<file path="src/sv/hmac_pkg.sv">
// ----------------------------------------------------------------------------
// hmac_pkg: shared types and constants for the HMAC-SHA256 engine
// Transfer payloads, opcodes, controller/datapath command and status
// structs, and the SHA-256 constant tables.
// ----------------------------------------------------------------------------
`default_nettype none

package hmac_pkg;

  localparam int BLOCK_BYTES = 64;
  localparam int BLOCK_WORDS = BLOCK_BYTES / 4;

  // Input opcodes
  localparam logic [1:0] OP_KEY_BYTE = 2'd0;
  localparam logic [1:0] OP_KEY_END  = 2'd1;
  localparam logic [1:0] OP_MSG_BYTE = 2'd2;
  localparam logic [1:0] OP_MSG_END  = 2'd3;

  // Compression block sources
  localparam logic [1:0] SRC_KEY  = 2'd0;
  localparam logic [1:0] SRC_IPAD = 2'd1;
  localparam logic [1:0] SRC_OPAD = 2'd2;
  localparam logic [1:0] SRC_BUF  = 2'd3;

  // Finishing jobs (which hash is being padded)
  localparam logic [1:0] JOB_KEY   = 2'd0;
  localparam logic [1:0] JOB_INNER = 2'd1;
  localparam logic [1:0] JOB_OUTER = 2'd2;

  typedef struct packed {
    logic [1:0] opcode;
    logic [7:0] data_byte;
  } in_t;

  typedef struct packed {
    logic [31:0] digest_word;
    logic [2:0]  word_index;
    logic        last_word;
  } out_t;

  typedef struct packed {
    logic       key_wr;
    logic       key_restart;
    logic       key_clr;
    logic       msg_wr;
    logic       len_clr;
    logic       pad;
    logic       buf_clr;
    logic       len_wr;
    logic       key_from_chain;
    logic       save_inner;
    logic       buf_from_inner;
    logic       comp_start;
    logic       comp_init;
    logic [1:0] comp_src;
    logic [1:0] job;
    logic [2:0] out_idx;
  } cmd_t;

  typedef struct packed {
    logic busy;
    logic len_eq_blk;
    logic len_gt_blk;
    logic idx_last;
    logic fill_ge56;
  } sts_t;

  localparam logic [31:0] SHA_IV [8] = '{
    32'h6a09e667, 32'hbb67ae85, 32'h3c6ef372, 32'ha54ff53a,
    32'h510e527f, 32'h9b05688c, 32'h1f83d9ab, 32'h5be0cd19
  };

  localparam logic [31:0] SHA_K [64] = '{
    32'h428a2f98, 32'h71374491, 32'hb5c0fbcf, 32'he9b5dba5,
    32'h3956c25b, 32'h59f111f1, 32'h923f82a4, 32'hab1c5ed5,
    32'hd807aa98, 32'h12835b01, 32'h243185be, 32'h550c7dc3,
    32'h72be5d74, 32'h80deb1fe, 32'h9bdc06a7, 32'hc19bf174,
    32'he49b69c1, 32'hefbe4786, 32'h0fc19dc6, 32'h240ca1cc,
    32'h2de92c6f, 32'h4a7484aa, 32'h5cb0a9dc, 32'h76f988da,
    32'h983e5152, 32'ha831c66d, 32'hb00327c8, 32'hbf597fc7,
    32'hc6e00bf3, 32'hd5a79147, 32'h06ca6351, 32'h14292967,
    32'h27b70a85, 32'h2e1b2138, 32'h4d2c6dfc, 32'h53380d13,
    32'h650a7354, 32'h766a0abb, 32'h81c2c92e, 32'h92722c85,
    32'ha2bfe8a1, 32'ha81a664b, 32'hc24b8b70, 32'hc76c51a3,
    32'hd192e819, 32'hd6990624, 32'hf40e3585, 32'h106aa070,
    32'h19a4c116, 32'h1e376c08, 32'h2748774c, 32'h34b0bcb5,
    32'h391c0cb3, 32'h4ed8aa4a, 32'h5b9cca4f, 32'h682e6ff3,
    32'h748f82ee, 32'h78a5636f, 32'h84c87814, 32'h8cc70208,
    32'h90befffa, 32'ha4506ceb, 32'hbef9a3f7, 32'hc67178f2
  };

endpackage

`default_nettype wire

</file>
<file path="src/sv/hmac_ctrl.sv">
// ----------------------------------------------------------------------------
// hmac_ctrl: sequencing state machine
// Decodes opcodes, steps the datapath through key hashing, padding and
// the inner/outer hashes, and walks the eight digest words out.
// ----------------------------------------------------------------------------
`default_nettype none

module hmac_ctrl (
  input  wire logic          clk_i,
  input  wire logic          rst_ni,
  input  wire logic          in_valid_i,
  input  wire logic [1:0]    opcode_i,
  output logic               in_ready_o,
  output logic               out_valid_o,
  input  wire logic          out_ready_i,
  input  wire hmac_pkg::sts_t sts_i,
  output hmac_pkg::cmd_t     cmd_o
);
  import hmac_pkg::*;

  localparam logic [3:0] S_IN    = 4'd0;
  localparam logic [3:0] S_WAIT  = 4'd1;
  localparam logic [3:0] S_KHASH = 4'd2;
  localparam logic [3:0] S_CBUF  = 4'd3;
  localparam logic [3:0] S_PAD   = 4'd4;
  localparam logic [3:0] S_PADC  = 4'd5;
  localparam logic [3:0] S_BCLR  = 4'd6;
  localparam logic [3:0] S_LEN   = 4'd7;
  localparam logic [3:0] S_FCMP  = 4'd8;
  localparam logic [3:0] S_FDONE = 4'd9;
  localparam logic [3:0] S_IPAD  = 4'd10;
  localparam logic [3:0] S_OPAD  = 4'd11;
  localparam logic [3:0] S_OBUF  = 4'd12;
  localparam logic [3:0] S_OUT   = 4'd13;

  localparam logic [1:0] PH_IDLE = 2'd0;
  localparam logic [1:0] PH_KEY  = 2'd1;
  localparam logic [1:0] PH_MSG  = 2'd2;

  logic [3:0] state_q, state_d, ret_q, ret_d;
  logic [1:0] phase_q, phase_d, job_q, job_d;
  logic [2:0] idx_q, idx_d;
  logic       in_xfer;

  assign in_ready_o  = (state_q == S_IN);
  assign out_valid_o = (state_q == S_OUT);
  assign in_xfer     = in_valid_i && in_ready_o;

  // Next state and datapath commands
  always_comb begin
    state_d = state_q;
    ret_d   = ret_q;
    phase_d = phase_q;
    job_d   = job_q;
    idx_d   = idx_q;
    cmd_o   = '0;
    cmd_o.job     = job_q;
    cmd_o.out_idx = idx_q;
    unique case (state_q)
      S_IN: begin
        if (in_xfer) begin
          unique case (opcode_i)
            OP_KEY_BYTE: begin
              cmd_o.key_wr      = 1'b1;
              cmd_o.key_restart = (phase_q != PH_KEY);
              phase_d           = PH_KEY;
              if (phase_q == PH_KEY && sts_i.len_eq_blk) begin
                state_d = S_KHASH;
              end else if (phase_q == PH_KEY && sts_i.len_gt_blk && sts_i.idx_last) begin
                state_d = S_CBUF;
              end
            end
            OP_KEY_END: begin
              if (phase_q != PH_KEY) begin
                cmd_o.key_clr = 1'b1;
                state_d       = S_IPAD;
              end else if (sts_i.len_gt_blk) begin
                job_d   = JOB_KEY;
                state_d = S_PAD;
              end else begin
                state_d = S_IPAD;
              end
            end
            OP_MSG_BYTE: begin
              if (phase_q == PH_MSG) begin
                cmd_o.msg_wr = 1'b1;
                if (sts_i.idx_last) state_d = S_CBUF;
              end
            end
            OP_MSG_END: begin
              if (phase_q == PH_MSG) begin
                job_d   = JOB_INNER;
                state_d = S_PAD;
              end
            end
            default: ;
          endcase
        end
      end
      S_WAIT: begin
        if (!sts_i.busy) state_d = ret_q;
      end
      S_KHASH: begin
        cmd_o.comp_start = 1'b1;
        cmd_o.comp_init  = 1'b1;
        cmd_o.comp_src   = SRC_KEY;
        ret_d            = S_IN;
        state_d          = S_WAIT;
      end
      S_CBUF: begin
        cmd_o.comp_start = 1'b1;
        cmd_o.comp_src   = SRC_BUF;
        ret_d            = S_IN;
        state_d          = S_WAIT;
      end
      S_PAD: begin
        cmd_o.pad = 1'b1;
        state_d   = sts_i.fill_ge56 ? S_PADC : S_LEN;
      end
      S_PADC: begin
        cmd_o.comp_start = 1'b1;
        cmd_o.comp_src   = SRC_BUF;
        ret_d            = S_BCLR;
        state_d          = S_WAIT;
      end
      S_BCLR: begin
        cmd_o.buf_clr = 1'b1;
        state_d       = S_LEN;
      end
      S_LEN: begin
        cmd_o.len_wr = 1'b1;
        state_d      = S_FCMP;
      end
      S_FCMP: begin
        cmd_o.comp_start = 1'b1;
        cmd_o.comp_src   = SRC_BUF;
        ret_d            = S_FDONE;
        state_d          = S_WAIT;
      end
      S_FDONE: begin
        priority case (job_q)
          JOB_KEY: begin
            cmd_o.key_from_chain = 1'b1;
            state_d              = S_IPAD;
          end
          JOB_INNER: begin
            cmd_o.save_inner = 1'b1;
            state_d          = S_OPAD;
          end
          default: state_d = S_OUT;
        endcase
      end
      S_IPAD: begin
        cmd_o.comp_start = 1'b1;
        cmd_o.comp_init  = 1'b1;
        cmd_o.comp_src   = SRC_IPAD;
        cmd_o.len_clr    = 1'b1;
        phase_d          = PH_MSG;
        ret_d            = S_IN;
        state_d          = S_WAIT;
      end
      S_OPAD: begin
        cmd_o.comp_start = 1'b1;
        cmd_o.comp_init  = 1'b1;
        cmd_o.comp_src   = SRC_OPAD;
        ret_d            = S_OBUF;
        state_d          = S_WAIT;
      end
      S_OBUF: begin
        cmd_o.buf_from_inner = 1'b1;
        job_d                = JOB_OUTER;
        state_d              = S_PAD;
      end
      S_OUT: begin
        if (out_ready_i) begin
          idx_d = idx_q + 3'd1;
          if (idx_q == 3'd7) begin
            phase_d = PH_IDLE;
            state_d = S_IN;
          end
        end
      end
      default: state_d = S_IN;
    endcase
  end

  // Hold control state
  always_ff @(posedge clk_i or negedge rst_ni) begin
    if (!rst_ni) begin
      state_q <= S_IN;
      ret_q   <= S_IN;
      phase_q <= PH_IDLE;
      job_q   <= JOB_KEY;
      idx_q   <= '0;
    end else begin
      state_q <= state_d;
      ret_q   <= ret_d;
      phase_q <= phase_d;
      job_q   <= job_d;
      idx_q   <= idx_d;
    end
  end

endmodule

`default_nettype wire

</file>
<file path="config.mk">
export PLATFORM = sky130hd
export DESIGN_NAME = hmac_ctrl
export DESIGN_NICKNAME = d
export VERILOG_FILES = /design/src/sv/hmac_pkg.sv /design/src/sv/hmac_ctrl.sv
export SDC_FILE = /design/constraint.sdc
export NUM_CORES = 1
export LEC_CHECK = 0
export BUFFER_PORTS_ARGS = -buffer_cell sky130_fd_sc_hd__buf_2
export CORE_ASPECT_RATIO = 2
export CORE_UTILIZATION = 30
export CTS_BUF_LIST = sky130_fd_sc_hd__clkbuf_4 sky130_fd_sc_hd__clkbuf_8
export CTS_CLUSTER_SIZE = 20
export DETAILED_ROUTE_END_ITERATION = 8
export SETUP_SLACK_MARGIN = 0.02
export SLEW_MARGIN = 40
export SYNTH_ARGS = -nofsm -noshare
export SYNTH_HDL_FRONTEND = slang
export SYNTH_SLANG_ARGS = --single-unit
</file>
<file path="constraint.sdc">
create_clock -name clk_i -period 1.95 [get_ports clk_i]
set_input_delay 0 -clock clk_i [delete_from_list [all_inputs] [get_ports clk_i]]
set_output_delay 0 -clock clk_i [all_outputs]
set_load 0.01 [all_outputs]
</file>
### Yosys cells after proc, flatten, opt, wreduce, memory -nomap -nowiden

Index checks and enable logic that the tools add are counted.

| operators by class | value |
|---|---|
| add/sub/neg operators | 1 |
| equality and inequality tests | 33 |
| multiplexer cells | 45 |
| reductions and logical operators | 18 |

Operators with widths:

| cell | count |
|---|---|
| 2-to-1 mux 4 bit | 13 |
| one-hot mux 4 bit (9 select lines) | 1 |
| one-hot mux 4 bit (4 select lines) | 2 |
| equality test 4 bit, second input constant | 6 |
| 2-to-1 mux 2 bit | 11 |
| equality test 4 x 3 -> 1 bit, second input constant | 4 |
| inequality test 3 bit, second input constant | 5 |
| 2-to-1 mux 1 bit | 13 |
| one-hot mux 2 bit (3 select lines) | 2 |
| inequality test 2 x 1 -> 1 bit, second input constant | 5 |
| OR reduction 3 bit | 3 |
| equality test 4 x 2 -> 1 bit, second input constant | 2 |
| one-hot mux 2 bit (2 select lines) | 2 |
| AND reduction 8 bit | 1 |
| equality test 2 x 1 -> 1 bit, second input constant | 3 |
| equality test 2 bit, second input constant | 3 |
| one-hot mux 3 bit (2 select lines) | 1 |
| AND reduction 6 bit | 1 |
| OR reduction 6 bit | 1 |
| AND reduction 5 bit | 1 |
| equality test 4 x 1 -> 1 bit, second input constant | 1 |
| logical AND 1 bit | 4 |
| logical NOT 2 bit | 2 |
| logical NOT 4 bit | 1 |
| 9 further kinds | 9 |

| storage, ports and cells | value |
|---|---|
| bits in registers | 15 |
| input port bits | 11 |
| output and inout bits | 22 |
| logic and storage cells | 102 |

### Longest topological paths before layout

Gate-level depths: netlist of run 1.

| depth | value |
|---|---|
| depth in word-level cells | 8 |
| depth in mapped cells | 6 |
| depth with buffers taken out | 6 |

### Least setup slack after synthesis of run 1

Ideal clock, no wire load.

| timing path | value |
|---|---|
| path kind | reg-to-reg |
| start | reg state_q[1] |
| end | reg phase_q[1] |
| library setup time | 118 ps |
| arrival | 1564 ps |
| data required time | 1832 ps |
| setup slack | 268 ps |
| stages on the path, launching flop included | 6 |
| cells stage by stage | dfrtp_1 -> buf_6 -> or4_4 -> nor3b_4 -> o21ai_1 -> a21o_1 |

| between the ends | value |
|---|---|
| longest elaborated chain between the ends | 4 |
| elaborated cells on any way between the ends | 11 |
| classes of those cells | eq/ne (6); mux (1); reduce/logical (4) |

Ends and longest elaborated chain:

| what | RTL line | source |
|---|---|---|
| start, declared | hmac_ctrl.sv:40 | `logic [3:0] state_q, state_d, ret_q, ret_d;` |
| start signal, assigned | hmac_ctrl.sv:196 | `state_q <= state_d;` |
| logical NOT 4 bit | hmac_ctrl.sv:45, hmac_ctrl.sv:59 |  |
| logical AND 1 bit | hmac_ctrl.sv:47 | `assign in_xfer = in_valid_i && in_ready_o;` |
| inequality test 2 x 1 -> 1 bit (no source line) | - |  |
| AND reduction 5 bit (no source line) | - |  |
| end signal, assigned | hmac_ctrl.sv:198 | `phase_q <= phase_d;` |
| end, declared | hmac_ctrl.sv:41 | `logic [1:0] phase_q, phase_d, job_q, job_d;` |

Several ways; a longest one is shown, not always the timed one.
A chain may end at the register's enable or synchronous reset.

==> key figures, run 1 <==
Timing
  – Setup Viol. Count Final: 0
  – Fin crit period: approximately 1.8 ns
  – Slew @ Worst Pin: 0.358 ns
  – Fmax: 558 MHz
  – Fin. max-slew vios: 0
  – Final Worst Setup Slack: around 0.16 ns
  – Slew headroom: 75.9%
  – Post-Route Setup TNS: 0 ns
  – Final hold viol count: 0
  – Unrepaired setup endpoints after global routing: no
  – Clock Skews: 0.00181 ns
  – Tcrit/Tclk final: 91.8%

Global routing
  – GR met1 Demand/Resource: 15.6%
  – Busiest grt layer: met2
  – Vias in the first global route: 1178
  – First-pass GRT wire length: about 5000 um
  – Largest net degree at the start of global routing: 22
  – Remaining global-route overflow: 0
  – Met2 Usage GRT: 30.2%
  – Global-route usage over all layers: 16.3%
  – Met3 Track Usage GR: 2.00%
  – Antenna violations before repair: 0

Min path
  – Worst Hold Depth: 3
  – Hold path startpoint: out_ready_i
  – Hold endpoint: idx_q[0]$_DFFE_PN0P_
  – Hold/Removal Path Class: in -> reg

Drt
  – Antenna Nets Post-Route: 0
  – WL/cell: 13.6 um
  – DRC errors left: 0
  – Post-DR vias/cell: between 5 and 6
  – Vias: about 1200
  – Final wirelength: between 3000 and 4000 um
  – Detailed Route Iter0 Violations: 29
  – Drt first pass iters: 4

Logic synthesis
  – Yosys warns: 0
  – Number of distinct library cells after synthesis: 44
  – Sequential fraction of the synthesis area: between 30% and 40%
  – Synth Instances: 144
  – Synthesized Nets: 157
  – Yosys reg bits: 15
  – Post-synth EDFFs: 0
  – Async set or reset register ratio after synthesis: 100%
  – Top FF cell, synth: dfrtp_1
  – Syn_area_per_cell: between 8 and 9 sq um
  – Synthesized area: about 1200 sq um

Worst setup path
  – CP required: 1.95 ns
  – R2R Path End: phase_q[1]$_DFFE_PN0P_
  – CP Launch Type: flip-flop
  – R2r worst-path depth: 5
  – Reg2Reg Launch Point: state_q[1]$_DFFE_PN0P_
  – CP endpoint kind: output port
  – CP Class: reg -> out
  – R2R setup slack: between 0.2 and 0.25 ns
  – Worst Path Max Fanout: 7
  – Data arrival time of the worst path: 1.79 ns

Floorplan
  – Chip height: 90.8 um
  – Die Footprint: approximately 4200 sq um
  – Die Wd: 46.4 um
  – Core Area: 3800 sq um
  – Row count: 32
  – Starting Density: 31.1%
  – Boundary Pins: 33

CTS
  – CTS Sinks: 15
  – CTS tree: yes
  – H-tree level count: 1
  – CTS Buffer Depth: 2
  – Clock Pin Slew Worst Setup and Hold Paths: ~0.06 ns
  – Clk_lat worst skew: 0.25 ns
  – Clock root buffer: clkbuf_8
  – TritonCTS Buffers: 3

Power and ir drop
  – Total power per unit cell area: 1470 nW/um^2
  – Leakage: 0.716 nW
  – Worst VDD drop: about 0.00044 V

Placement
  – Dpl cells: between 200 and 250
  – GP Congestion: 0.750
  – Final HPWL DP: 2390 um
  – Placed Area: 1390 sq um
  – Port Buf Inserts: 32
  – Post-Place Worst Slack: roughly 0.24 ns

Layout
  – Ratio of cells with drive above 1 in the final layout: 30.3%
  – Commonest non-fill, non-tap cells in the layout: buf_2, o21ai_0, dfrtp_1
  – Nets: 189
  – Area Growth Syn to Fin: 23.0%
  – Fin util: 38.3%
  – Non-filler cells, final: 226
  – Commonest non-fill, non-tap cell in the layout: buf_2
  – Final Instance Area: ~1500 sq um
  – N_diodes: 0

Run status
  – Status: finished clean

Run
  – Max-cap violations: 0
critical path, cell delays in order, from the launching register on:
cell	delay, ns
dfrtp_2	0.44
or4_4	0.58
nor3b_4	0.22
a21boi_1	0.16
buf_2	0.14
where the power goes:
group          internal, mW  switching [mW]  leakage, nW  total (mW)
logic                 0.566           0.723        0.498        1.29
registers             0.441           0.130        0.192       0.571
clock network         0.159           0.115       0.0262       0.274
kinds of logic after synthesis:
group,count (synthesis),synth area share (%)
adder cells (fa/ha/maj),2,2.11
buffers and inverters,19,7.29
flip-flops,15,31.7
AND/OR/NAND/NOR,54,27.2
XOR/XNOR,1,0.740
multiplexers,4,3.59
AO/OA/AOI/OAI,49,27.4
Yosys cell counts (3+ instances only):
library cell | instances | area share, %
nor3b_1 | 4 | 2.5
a21o_1 | 5 | 3.2
a21oi_1 | 10 | 4.2
nand2_1 | 9 | 2.9
clkbuf_1 | 9 | 2.9
nor2b_1 | 4 | 2.1
nand2b_1 | 7 | 3.7
dfrtp_1 | 15 | 32
nor3_1 | 4 | 1.7
and3_1 | 3 | 1.6
nor2_1 | 11 | 3.5
o21ai_0 | 14 | 5.9
inv_1 | 6 | 1.9
flip-flops by register name, summed over array words and instances (netlist names):
signal and cells:
ret_q 4, state_q 4, idx_q 3, job_q 2, phase_q 2
layout make-up:
type | count | area, sq um
fill | 432 | 2350
multi-input combinational | 110 | 722
clock buffer | 4 | 48.8
sequential | 15 | 377
tap | 51 | 63.8
timing repair buffer | 40 | 223
inverter | 6 | 22.5
metal layers:
layer  routed length, um  vias up
met5                   0        -
met4                  87        0
met3                  80        7
met2                1730       23
met1                1170      579
li1                    -      584
how the worst max path moves through the flow:
stage / end / startpoint / depth (start not counted) / slack [ns]
final: cmd_o[18] / state_q[1]$_DFFE_PN0P_ / 4 / 0.16
after global routing: cmd_o[18] / state_q[1]$_DFFE_PN0P_ / 4 / 0.04
after CTS: cmd_o[18] / state_q[1]$_DFFE_PN0P_ / 4 / 0.08
after detailed placement: state_q[0]$_DFFE_PN0P_ / state_q[1]$_DFFE_PN0P_ / 4 / 0.24
after global placement: state_q[0]$_DFFE_PN0P_ / state_q[1]$_DFFE_PN0P_ / 4 / 0.29
after floorplan: phase_q[1]$_DFFE_PN0P_ / state_q[1]$_DFFE_PN0P_ / 5 / 0.27
per-stage QoR:
stage / hold WS [ns] / power (mW)
final: 0.0951 / 2.13
after global routing: 0.118 / 2.32
after CTS: 0.102 / 2.14
after detailed placement: -0.0617 / 1.86
after global placement: -0.0660 / 1.85
after floorplan: -0.296 / 1.49
what timing repair did:
| item | in CTS | in global routing |
|---|---|---|
| gates resized for setup | 0 | 2 |
| endpoints found under the setup margin | 0 | 1 |
| buffers inserted | 0 | 1 |
| endpoints found under the hold margin | 15 | 0 |
| hold buffers | 1 | 0 |
(Power assumes the default switching activity.)
==> run 2: changes to the inputs <==
--- a/config.mk
+++ b/config.mk
@@ -11,6 +11,7 @@
 export CTS_BUF_LIST = sky130_fd_sc_hd__clkbuf_4 sky130_fd_sc_hd__clkbuf_8
 export CTS_CLUSTER_SIZE = 20
 export DETAILED_ROUTE_END_ITERATION = 8
+export RECOVER_POWER = 25
 export SETUP_SLACK_MARGIN = 0.02
 export SLEW_MARGIN = 40
 export SYNTH_ARGS = -nofsm -noshare
==> run 2 against run 1 <==
Net effect:
- sequential share of layout area about the same
- global-route usage unchanged
- clock-buffer cell count unchanged
- clock power about the same
- combinational power about the same
- flip-flop and latch count unchanged
- clock skew unchanged
- design area about the same
- power about the same
- critical endpoint unchanged
- die area unchanged
- first-iteration DRC count unchanged
==> key figures, run 2 (synthesis results as in run 1) <==
Worst setup path
  – CP endpoint kind: output port
  – CP required: 1.95 ns (about the same)
  – R2R Path End: phase_q[1]$_DFFE_PN0P_
  – R2R setup slack: 0.24 ns (about the same)
  – R2r worst-path depth: 5 (unchanged)
  – CP Class: reg -> out
  – CP Launch Type: flip-flop
  – Reg2Reg Launch Point: state_q[1]$_DFFE_PN0P_
  – Worst Path Max Fanout: 7 (unchanged)
  – Data arrival time of the worst path: 1.79 ns (about the same)

Placement
  – Final HPWL DP: 2390 um (unchanged)
  – Post-Place Worst Slack: 0.240 ns (unchanged)
  – Dpl cells: 220 (unchanged)
  – Port Buf Inserts: 32 (unchanged)
  – GP Congestion: 0.750 (unchanged)

Layout
  – Nets: 189 (unchanged)
  – Fill count: 431 (-0.23%)
  – Commonest non-fill, non-tap cells in the layout: buf_2, o21ai_0, dfrtp_1
  – Non-filler cells, final: 226 (unchanged)
  – Regs by FF count: ret_q x4, state_q x4, idx_q x3
  – N_diodes: 0 (unchanged)
  – Area Growth Syn to Fin: 22.9% (about the same)
  – Ratio of cells with drive above 1 in the final layout: 29.7% (-0.57 points)
  – Commonest non-fill, non-tap cell in the layout: buf_2
  – Fin util: 38.3% (about the same)

Power and ir drop
  – Total power per unit cell area: 1470 nW/um^2 (about the same)
  – Leakage: 0.713 nW (-0.38%)
  – Worst VDD drop: 0.000441 V (about the same)

Timing
  – Slew @ Worst Pin: 0.880 ns (+0.522 ns)
  – Fin. max-slew vios: 0 (unchanged)
  – Final Worst Setup Slack: 0.159 ns (unchanged)
  – Clock Skews: 0.00181 ns (unchanged)
  – Tcrit/Tclk final: 91.8% (unchanged)
  – Unrepaired setup endpoints after global routing: no
  – Fin crit period: 1.79 ns (unchanged)
  – Setup Viol. Count Final: 0 (unchanged)
  – Fmax: 558 MHz (unchanged)
  – Post-Route Setup TNS: 0 ns (unchanged)
  – Final hold viol count: 0 (unchanged)
  – Slew headroom: 41.3% (-35 points)

Floorplan
  – Starting Density: 31.1% (unchanged)
  – Core Area: 3800 sq um (unchanged)
  – Row count: 32 (unchanged)
  – Die Wd: 46.4 um (unchanged)
  – Chip height: 90.8 um (unchanged)
  – Boundary Pins: 33 (unchanged)
  – Die Footprint: 4220 sq um (unchanged)

Global routing
  – Antenna violations before repair: 0 (unchanged)
  – First-pass GRT wire length: 5030 um (unchanged)
  – Remaining global-route overflow: 0 (unchanged)
  – Global-route usage over all layers: 16.3% (unchanged)
  – Largest net degree at the start of global routing: 22 (unchanged)
  – Vias in the first global route: 1178 (unchanged)

CTS
  – Clock Pin Slew Worst Setup and Hold Paths: 0.06 ns (about the same)
  – H-tree level count: 1 (unchanged)
  – TritonCTS Buffers: 3 (unchanged)
  – CTS Sinks: 15 (unchanged)
  – Clock root buffer: clkbuf_8
  – CTS tree: yes
  – CTS Buffer Depth: 2 (unchanged)
  – Clk_lat worst skew: 0.25 ns (about the same)

Drt
  – Met1 wire length: 1160 um (-0.17%)
  – Max Used Layer: met4
  – Vias: 1193 (unchanged)
  – DRC errors left: 0 (unchanged)
  – Met2 Routed Length: 1730 um (unchanged)
  – WL/cell: 13.6 um (about the same)
  – Metal3 WL: 80 um (unchanged)
  – Drt first pass iters: 4 (unchanged)
  – Detailed Route Iter0 Violations: 29 (unchanged)
  – Final wirelength: 3070 um (about the same)
  – Antenna Nets Post-Route: 0 (unchanged)
  – Post-DR vias/cell: 5.28 (unchanged)

Run status
  – Status: finished clean

Min path
  – Worst Hold Depth: 3 (unchanged)
  – Hold endpoint: idx_q[0]$_DFFE_PN0P_
  – Hold path startpoint: out_ready_i
  – Hold/Removal Path Class: in -> reg

Run
  – Max-cap violations: 0 (unchanged)
## run 2: area by class of cell
cell class | instances | area [sq um] | area share (%)
Clock buffer | 4 | 48.8 | 3.35
Inverter | 6 | 22.5 | 1.55
Sequential cell | 15 | 377 | 25.9
Multi-Input combinational cell | 110 | 722 | 49.6
Timing Repair Buffer | 40 | 221 | 15.2
Tap cell | 51 | 63.8 | 4.39
## run 2: repair_timing
action / 4_1_cts / 5_1_grt
resized for setup: 0 / 2
hold buffers: 1 / 0
buffers inserted: 0 / 1
endpoints found under the hold margin: 15 / 0
endpoints found under the setup margin: 0 / 1
## run 2: worst max-delay path by stage
stage          slack, ns                   start                      to  cells after the start
4_1_cts             0.08  state_q[1]$_DFFE_PN0P_               cmd_o[18]                      4
3_3_place_gp        0.29  state_q[1]$_DFFE_PN0P_  state_q[0]$_DFFE_PN0P_                      4
3_5_place_dp        0.24  state_q[1]$_DFFE_PN0P_  state_q[0]$_DFFE_PN0P_                      4
2_1_floorplan       0.27  state_q[1]$_DFFE_PN0P_  phase_q[1]$_DFFE_PN0P_                      5
5_1_grt             0.04  state_q[1]$_DFFE_PN0P_               cmd_o[18]                      4
6_report            0.16  state_q[1]$_DFFE_PN0P_               cmd_o[18]                      4
## run 2: per-stage QoR
| step | cell area [sq um] | total power, mW | hold slack [ns] |
|---|---|---|---|
| 3_5_place_dp | 1390 | 1.86 | -0.0617 |
| 3_3_place_gp | 1390 | 1.85 | -0.0660 |
| 2_1_floorplan | 1180 | 1.49 | -0.296 |
| 5_1_grt | 1460 | 2.32 | 0.118 |
| 6_report | 1460 | 2.13 | 0.0951 |
| 4_1_cts | 1450 | 2.14 | 0.102 |
## run 2: report_power, final
group          leakage [nW]  switching, mW  total, mW  internal [mW]
clock network        0.0262          0.115      0.274          0.159
logic                 0.495          0.723       1.29          0.565
registers             0.192          0.130      0.571          0.441
total                 0.713          0.968       2.13           1.17
## run 2: worst max-delay path: stages (launching register included)
cell and delay, ns:
dfrtp_2 0.44, or4_4 0.58, nor3b_4 0.22, a21boi_1 0.16, buf_2 0.14
## run 2: routing by layer
metal | track usage, % | vias to the layer above
li1 | - | 584
met4 | 8.33 | 0
met5 | 0 | -
met1 | 15.6 | 579
met2 | 30.2 | 23
met3 | 2.00 | 7
